[config.mk]
export PLATFORM = sky130hd
export DESIGN_NAME = clt_norm
export DESIGN_NICKNAME = d
export VERILOG_FILES = /design/src/rtl/clt_pkg.sv /design/src/rtl/clt_norm.sv
export SDC_FILE = /design/constraint.sdc
export NUM_CORES = 2
export LEC_CHECK = 0
export ABC_AREA = 1
export BUFFER_PORTS_ARGS = -buffer_cell sky130_fd_sc_hd__buf_4
export CAP_MARGIN = 20
export CORE_MARGIN = 2
export CORE_UTILIZATION = 35
export CTS_BUF_LIST = sky130_fd_sc_hd__clkbuf_2
export DETAILED_ROUTE_END_ITERATION = 7
export PLACE_DENSITY = 0.47
export SLEW_MARGIN = 15
export SYNTH_ARGS = -nofsm -noshare
export SYNTH_HDL_FRONTEND = slang
export SYNTH_SLANG_ARGS = --single-unit
[constraint.sdc]
create_clock -name clock -period 9.5 [get_ports clock]
set_input_delay 0.95 -clock clock [delete_from_list [all_inputs] [get_ports clock]]
set_output_delay 0.95 -clock clock [all_outputs]
set_load 0.02 [all_outputs]
[src/rtl/clt_pkg.sv]
// Shared types, constants and arithmetic helpers for the circle line tessellator.
// Used by clt_norm and circle_line_tessellator_core; depends on nothing else.
`timescale 1ns / 1ps

package clt_pkg;

   localparam int MAX_SEGMENTS_DEF = 64;
   localparam logic [6:0] MIN_SEGMENTS = 7'd3;
   localparam int CORDIC_STEPS = 16;
   localparam logic signed [33:0] CORDIC_GAIN = 34'sd652032874;
   // |axis_y| at or above this (0.999 in Q1.15) switches the reference axis to X.
   localparam logic signed [16:0] Y_LIMIT = 17'sd32736;
   localparam logic [15:0] TAN_DEFAULT_X = 16'h7FFF;

   typedef struct packed {
      logic [2:0][31:0] mag;
      logic [2:0]       neg;
   } norm_req_type;

   typedef struct packed {
      logic             zero;
      logic [2:0][15:0] unit;
   } norm_rsp_type;

   typedef struct packed {
      logic valid;
      logic first;
      logic last;
   } tag_type;

   // CORDIC rotation angles in units of 2^-32 turn.
   function automatic logic signed [32:0] atan_turn(input int unsigned step);
      logic signed [32:0] a;
      case (step)
         0:       a = 33'sd536870912;
         1:       a = 33'sd316933406;
         2:       a = 33'sd167458907;
         3:       a = 33'sd85004756;
         4:       a = 33'sd42667331;
         5:       a = 33'sd21354465;
         6:       a = 33'sd10679838;
         7:       a = 33'sd5340245;
         8:       a = 33'sd2670163;
         9:       a = 33'sd1335087;
         10:      a = 33'sd667544;
         11:      a = 33'sd333772;
         12:      a = 33'sd166886;
         13:      a = 33'sd83443;
         14:      a = 33'sd41722;
         15:      a = 33'sd20861;
         default: a = 33'sd0;
      endcase
      return a;
   endfunction

   // Q2.30 to Q1.15, rounded half away from zero and saturated.
   function automatic logic [15:0] round_q15(input logic signed [33:0] v);
      logic signed [34:0] t;
      logic signed [34:0] s;
      t = 35'(v) + 35'sd16384 - $signed({34'd0, v[33]});
      s = t >>> 15;
      if (s > 35'sd32767) begin
         return 16'h7FFF;
      end else if (s < -35'sd32768) begin
         return 16'h8000;
      end
      return s[15:0];
   endfunction

   function automatic logic [31:0] sat32(input logic signed [35:0] v);
      if (v > 36'sd2147483647) begin
         return 32'h7FFF_FFFF;
      end else if (v < -36'sd2147483648) begin
         return 32'h8000_0000;
      end
      return v[31:0];
   endfunction

endpackage

[src/rtl/clt_norm.sv]
// Serial vector normalizer: scales a 3-vector to a Q1.15 unit vector.
// Shift search, squared sum, bit-serial square root and three restoring divisions.
// Depends on clt_pkg.
`timescale 1ns / 1ps

module clt_norm (
   input  logic                  clock,
   input  logic                  reset,
   input  logic                  start,
   input  clt_pkg::norm_req_type req,
   output logic                  done,
   output clt_pkg::norm_rsp_type rsp
);

   typedef enum logic [5:0] {
      N_IDLE  = 6'b000001,
      N_SHIFT = 6'b000010,
      N_SQ    = 6'b000100,
      N_SQRT  = 6'b001000,
      N_DIV   = 6'b010000,
      N_DONE  = 6'b100000
   } norm_state_type;

   norm_state_type   state_ff, state_in;
   logic [2:0][31:0] mag_ff, mag_in;
   logic [2:0]       neg_ff, neg_in;
   logic [63:0]      prod_ff, prod_in;
   logic [63:0]      acc_ff, acc_in;
   logic [63:0]      res_ff, res_in;
   logic [63:0]      bit_ff, bit_in;
   logic [5:0]       cnt_ff, cnt_in;
   logic [1:0]       k_ff, k_in;
   logic [33:0]      rem_ff, rem_in;
   logic [16:0]      dlo_ff, dlo_in;
   logic [16:0]      q_ff, q_in;
   logic             zero_ff, zero_in;
   logic [2:0][15:0] unit_ff, unit_in;

   logic [31:0] mag_or;
   logic [63:0] trial;
   logic [47:0] dividend;
   logic [32:0] divisor;
   logic [34:0] dstep;
   logic        ge;
   logic [31:0] mag_sel;

   assign mag_or   = mag_ff[0] | mag_ff[1] | mag_ff[2];
   assign trial    = res_ff + bit_ff;
   assign divisor  = {res_ff[31:0], 1'b0};
   assign dstep    = {rem_ff, dlo_ff[16]};
   assign ge       = dstep >= {2'b00, divisor};

   always_comb begin
      case (k_ff)
         2'd0:    mag_sel = mag_ff[0];
         2'd1:    mag_sel = mag_ff[1];
         2'd2:    mag_sel = mag_ff[2];
         default: mag_sel = '0;
      endcase
   end

   assign dividend = {mag_sel, 16'd0} + {16'd0, res_ff[31:0]};

   always_comb begin
      state_in = state_ff;
      mag_in   = mag_ff;
      neg_in   = neg_ff;
      prod_in  = prod_ff;
      acc_in   = acc_ff;
      res_in   = res_ff;
      bit_in   = bit_ff;
      cnt_in   = cnt_ff;
      k_in     = k_ff;
      rem_in   = rem_ff;
      dlo_in   = dlo_ff;
      q_in     = q_ff;
      zero_in  = zero_ff;
      unit_in  = unit_ff;
      case (state_ff)
         N_IDLE, N_DONE: begin
            if (start) begin
               mag_in  = req.mag;
               neg_in  = req.neg;
               zero_in = (req.mag[0] | req.mag[1] | req.mag[2]) == '0;
               state_in = zero_in ? N_DONE : N_SHIFT;
            end
         end
         N_SHIFT: begin
            if (mag_or[31:30] == 2'b00) begin
               for (int k = 0; k < 3; k++) begin
                  mag_in[k] = {mag_ff[k][30:0], 1'b0};
               end
            end else begin
               state_in = N_SQ;
               k_in     = '0;
               cnt_in   = '0;
               acc_in   = '0;
            end
         end
         N_SQ: begin
            // Square one component per cycle; accumulate the previous one.
            if (cnt_ff != 6'd3) begin
               prod_in = mag_sel * mag_sel;
            end
            if (cnt_ff != 6'd0) begin
               acc_in = acc_ff + prod_ff;
            end
            k_in   = k_ff + 2'd1;
            cnt_in = cnt_ff + 6'd1;
            if (cnt_ff == 6'd3) begin
               state_in = N_SQRT;
               cnt_in   = '0;
               res_in   = '0;
               bit_in   = 64'd1 << 62;
            end
         end
         N_SQRT: begin
            if (acc_ff >= trial) begin
               acc_in = acc_ff - trial;
               res_in = (res_ff >> 1) + bit_ff;
            end else begin
               res_in = res_ff >> 1;
            end
            bit_in = bit_ff >> 2;
            cnt_in = cnt_ff + 6'd1;
            if (cnt_ff == 6'd31) begin
               state_in = N_DIV;
               cnt_in   = '0;
               k_in     = '0;
            end
         end
         N_DIV: begin
            if (cnt_ff == 6'd0) begin
               rem_in = {3'd0, dividend[47:17]};
               dlo_in = dividend[16:0];
               q_in   = '0;
               cnt_in = 6'd1;
            end else begin
               rem_in = ge ? 34'(dstep - {2'b00, divisor}) : dstep[33:0];
               dlo_in = {dlo_ff[15:0], 1'b0};
               q_in   = {q_ff[15:0], ge};
               cnt_in = cnt_ff + 6'd1;
               if (cnt_ff == 6'd17) begin
                  // The quotient never exceeds 32768; only the positive end saturates.
                  if (neg_ff[k_ff]) begin
                     unit_in[k_ff] = 16'(-q_in);
                  end else if (q_in[16] | q_in[15]) begin
                     unit_in[k_ff] = 16'h7FFF;
                  end else begin
                     unit_in[k_ff] = q_in[15:0];
                  end
                  cnt_in = '0;
                  k_in   = k_ff + 2'd1;
                  if (k_ff == 2'd2) begin
                     state_in = N_DONE;
                  end
               end
            end
         end
         default: state_in = N_IDLE;
      endcase
   end

   always_ff @(posedge clock) begin
      if (reset) begin
         state_ff <= N_IDLE;
      end else begin
         state_ff <= state_in;
      end
      mag_ff  <= mag_in;
      neg_ff  <= neg_in;
      prod_ff <= prod_in;
      acc_ff  <= acc_in;
      res_ff  <= res_in;
      bit_ff  <= bit_in;
      cnt_ff  <= cnt_in;
      k_ff    <= k_in;
      rem_ff  <= rem_in;
      dlo_ff  <= dlo_in;
      q_ff    <= q_in;
      zero_ff <= zero_in;
      unit_ff <= unit_in;
   end

   assign done = state_ff == N_DONE;
   assign rsp  = '{zero: zero_ff, unit: unit_ff};

endmodule

== Yosys cells after proc, flatten, opt, wreduce, memory -nomap -nowiden ==
Cells that the tools add are included.
Word-level totals
  bits of input ports: 102
  flip-flop bits (word level): 485
  logic and storage cells: 129
Cells by class
  add/subtract/negate cells: 9
  magnitude comparators: 4
  eq/ne operators: 22
  reductions and logical operators: 20
  multipliers: 1
  muxes and demuxes: 44
  bitwise logic cells: 9
Operator list (number)
  2-to-1 mux 64 bit: 6
  one-hot mux 64 bit (2 select lines): 2
  2-to-1 mux 96 bit: 2
  one-hot mux 64 bit (3 select lines): 1
  one-hot mux 96 bit (2 select lines): 1
  adder 64 bit: 2
  OR 32 bit: 4
  bitwise mux 48 bit: 2
  2-to-1 mux 48 bit: 2
  one-hot mux 32 bit (3 select lines): 1
  2-to-1 mux 6 bit: 13
  adder 63 x 64 -> 64 bit: 1
  greater-or-equal comparator 64 bit: 1
  multiplier 32 x 32 -> 64 bit: 1
  subtractor 64 bit: 1
  adder 48 x 32 -> 48 bit: 1
  OR 45 bit: 1
  greater-or-equal comparator 35 x 33 -> 1 bit: 1
  2-to-1 mux 34 bit: 1
  subtractor 34 x 33 -> 34 bit: 1
  demux 16 bit (select 2 bit): 1
  zero test 32 bit: 1
  2-to-1 mux 31 bit: 1
  one-hot mux 6 bit (5 select lines): 1
  39 further kinds: 60

== Logic depth before layout (Yosys ltp) ==
  depth after elaboration: 8
  mapped depth: 39
  depth with buffers taken out: 35

== Worst setup path after synthesis ==
OpenSTA, ideal clock, no wires.
  path kind: flip-flop to flip-flop
  start point: register state_ff[2]
  end point: register bit_ff[0], enable pin
  setup slack: 0.498 ns
  stages on the path, launching flop included: 9
  arrival time: 8.102 ns
  path through: dfxtp_1 -> nor2_1 -> nand2_1 -> nor3_1 -> inv_1 -> nor2_1 -> nor4_4 -> nand2_1 -> nand2_1
On the way
  cells in the longest elaborated chain, start to end: 3
Ends and longest elaborated chain
  start, declared: RTL line clt_norm.sv:24  | norm_state_type state_ff, state_in;
  start signal, assigned: RTL line clt_norm.sv:168  | state_ff <= state_in;
  equality test 6 x 3 -> 1 bit / equality test 6 x 4 -> 1 bit (equally long branches): RTL line clt_norm.sv:79  | case (state_ff)
  != test 2 bit (no source line) / nonzero test 2 bit (equally long branches)
  AND reduction 2 bit (no source line) (*)
  end signal, assigned: RTL line clt_norm.sv:175  | bit_ff <= bit_in;
  end, declared: RTL line clt_norm.sv:30  | logic [63:0] bit_ff, bit_in;
Every way passes the cells marked *; elsewhere a longest branch is shown, timed or not.
A chain may end at the register's enable or synchronous reset.

== Worst setup path in the final report ==
  start point: register k_ff[1]
  end point: register prod_ff[52], data pin
On the way
  cells in the longest elaborated chain, start to end: 3
Ends and longest elaborated chain
  start, declared: RTL line clt_norm.sv:32  | logic [1:0] k_ff, k_in;
  start signal, assigned: RTL line clt_norm.sv:177  | k_ff <= k_in;
  equality test 2 bit, or another cell as far along: RTL line clt_norm.sv:54  | case (k_ff)
  one-hot mux 32 bit (3 select lines) (*): RTL line clt_norm.sv:54
  multiplier 32 x 32 -> 64 bit (*): RTL line clt_norm.sv:103  | prod_in = mag_sel * mag_sel;
  end signal, assigned: RTL line clt_norm.sv:172  | prod_ff <= prod_in;
  end, declared: RTL line clt_norm.sv:27  | logic [63:0] prod_ff, prod_in;
Marks and branches as above.

==> results.tsv <==
stage	metric	value	unit
route	Routed WL per cell	22.97	um
route	routed via count	65130	
clock_tree	CTS max path bufs	3	
timing	Slew Viols, Final	0	
clock_tree	htree depth	4	
critical_path	Crit Path Class	reg2reg	
synthesis	post-synthesis sequential area ratio	19.25	%
route	WL met3	15.13	mm
clock_tree	Reg clk slew, reported paths	0.12	ns
critical_path	R2R Setup Slk	0.46	ns
timing	Final min period	9.042	ns
clock_tree	worst-skew pair later-pin latency	1.67	ns
global_routing	GR Overflow Total	0	
synthesis	Post-Synthesis Cells	9531	
global_routing	number of global-route vias before repair	66350	
floorplanning	I/O pin total	152	
timing	period utilization	95.17	%
floorplanning	Initial Util	35.17	%
route	Routed WL	291.4	mm
timing	Least-Margin Pin Slew	1.158	ns
clock_tree	CTS tree	yes	
timing	Fmax	0.1106	GHz
global_routing	global-route wire length before repair	430.2	mm
synthesis	most frequent cell after synthesis	nand2_1	
clock_tree	CTS Buf Count	137	
timing	Slew HR	22.83	%
timing	RSZ-0062 raised after global routing	no	
hold_path	min-delay worst type	in2reg	
synthesis	Synth Flop Type	edfxtp_1	
route	Vias/cell	5.134	
critical_path	Worst EP arrival	10.49	ns
clock_tree	Post CTS Setup Buffer Count	0	
synthesis	Synth area leaders	fa_1 23%, edfxtp_1 19%, nand2_1 11%, inv_1 10%, ha_1 9.6%	
clock_tree	CTS Sinks	452	
route	M1 WL	129.7	mm
synthesis	fraction of registers with async set/reset	0	%
floorplanning	die area	204200	sq um
placement	Placer Congestion	0.9754	
global_routing	initial antenna violation count	11	
critical_path	most frequent CP cell	inv_1	
timing	Final TNS setup	0	ns
synthesis	Synth top area share	22.70	%
global_routing	total track usage	28.35	%
critical_path	Required @ worst endpoint	10.95	ns
global_routing	largest net degree at the start of global routing	97	
floorplanning	Core Box Area	199700	sq um
route	Residual DRC	0	
critical_path	Crit. End Element	flop	
run	Max Cap Viol	0	
critical_path	crit start category	flop	
critical_path	Crit path largest cell delay	0.56	ns
synthesis	list of most frequent post-synthesis cells	2078 x nand2_1, 1963 x inv_1, 1223 x nor2_1	
synthesis	Ys Warns	0	
synthesis	Cell variety after synth	57	
clock_tree	Root Driver	clkbuf_2	
synthesis	Synth Area per Inst	7.367	sq um
placement	post-DP HPWL	245.2	mm
finish	Area Overhead vs Synth	10.58	%
run_status	status	completed	
route	antenna-violating nets left	0	
finish	filler cell count	21430	
finish	# nets final	11350	
timing	clk_skew	0.2095	ns
floorplanning	chip width	451.9	um
synthesis	Mapped Area	70210	sq um
route	Detail Route met2 WL	138.0	mm
synthesis	post-synth top area cell	fa_1	
placement	IO buf count	151	
synthesis	#FFs+latches synth	452	
floorplanning	height of the chip	451.9	um
critical_path	crit path max fanout	14	
floorplanning	Rows	164	
finish	layout cells sized above 1	6.078	%
timing	number of hold violations in the final report	0	
route	router iterations before antenna repair	6	
synthesis	Syn Nets	10970	
timing	Setup violations, final	0	
synthesis	Post-synth EDFFs	446	
route	top layer in use	met5	
critical_path	slowest CP cell	nor4_1	
route	Initial DRC Count	5662	
## timing repair
action / in CTS / in global routing
hold buffers: 137 / 0
endpoints found under the setup margin: 0 / 18
gates resized for setup: 0 / 15
hold endpoints to repair: 113 / 0
## metal layers
layer | track usage (%) | vias to the layer above
met5 | 0 | -
met4 | 7.609 | 8
met3 | 3.396 | 349
met2 | 47.97 | 2059
met1 | 38.19 | 31800
li1 | - | 30910
## path summary, 6_finish.rpt
| check | start | endpoint | cells past startpoint |
|---|---|---|---|
| max | k_ff[1] | prod_ff[52] | 33 |
| min | req[70] | mag_ff[67] | 4 |
| max reg2reg | k_ff[1] | prod_ff[52] | 33 |
| min reg2reg | dlo_ff[9] | dlo_ff[10] | 2 |
## cell usage in the layout, fill, tap and decap left out, types with 16 or more instances in the layout
cell / instances
nand3_1: 450
fa_1: 796
a21oi_1: 526
nor3_1: 97
nor4_1: 38
buf_4: 276
nand4_1: 91
or2_2: 16
a21o_1: 26
dlygate4sd3_1: 137
inv_1: 1962
nand2_1: 2073
o21ai_1: 24
clkinv_1: 35
nand2_2: 16
ha_1: 536
o21bai_1: 50
edfxtp_1: 446
o21ai_0: 518
xor2_1: 134
xnor2_1: 81
clkbuf_2: 189
o21a_1: 19
nor2_1: 1220
nand3b_1: 31
o211ai_1: 24
## stage by stage
| stage | setup WS [ns] | util [%] | hold slack (ns) | area (sq um) | cells |
|---|---|---|---|---|---|
| after floorplan | 0.4975 | - | 0.4506 | 70210 | 9531 |
| after global placement | 0.1870 | 37.54 | 0.4801 | 74940 | 12300 |
| after detailed placement | 0.1491 | 37.54 | 0.4973 | 74950 | 12300 |
| after CTS | 0.06554 | 38.84 | 0.002435 | 77550 | 12680 |
| after global routing | 0.008025 | 38.88 | 0.09290 | 77630 | 12680 |
| final | 0.4585 | 38.89 | 0.2753 | 77640 | 12690 |
## flip-flops by register name, summed over array words and instances, names as in the netlist, 16 cells and up
signal	count
acc_ff	64
q_ff	16
dlo_ff	17
res_ff	64
prod_ff	63
rsp	48
mag_ff	96
rem_ff	34
bit_ff	32
## critical path, delay by kind of cell (launching register included)
kind | cells | cell delay, ns
fa+ha+maj | 10 | 4.55
compound gates | 2 | 0.58
simple gates | 8 | 1.79
buf+inv | 13 | 1.51
flops | 1 | 0.48
## cells by family after synthesis
logic type	after synthesis	share of synthesized area (%)
flip-flops	452	19.25
adder cells (fa/ha/maj)	1333	32.26
buffers and inverters	2154	11.78
XOR/XNOR	216	2.694
AO/OA/AOI/OAI	1306	10.36
AND/OR/NAND/NOR	4070	23.66
## area by class of cell
type / instances / area (sq um) / area share [%]
tap: 2656 / 3323 / 4.280
clock buffer: 189 / 945.9 / 1.218
inverter: 1979 / 7428 / 9.568
multi-input combinational: 6925 / 48520 / 62.50
clock inverter: 52 / 280.3 / 0.3610
timing repair buffer: 422 / 3600 / 4.636
antenna: 11 / 27.53 / 0.03545
sequential: 452 / 13510 / 17.40
Power is left out: the tool's default activity adds up to more than one toggle a clock period on the data nets, which glitch-free logic cannot reach.
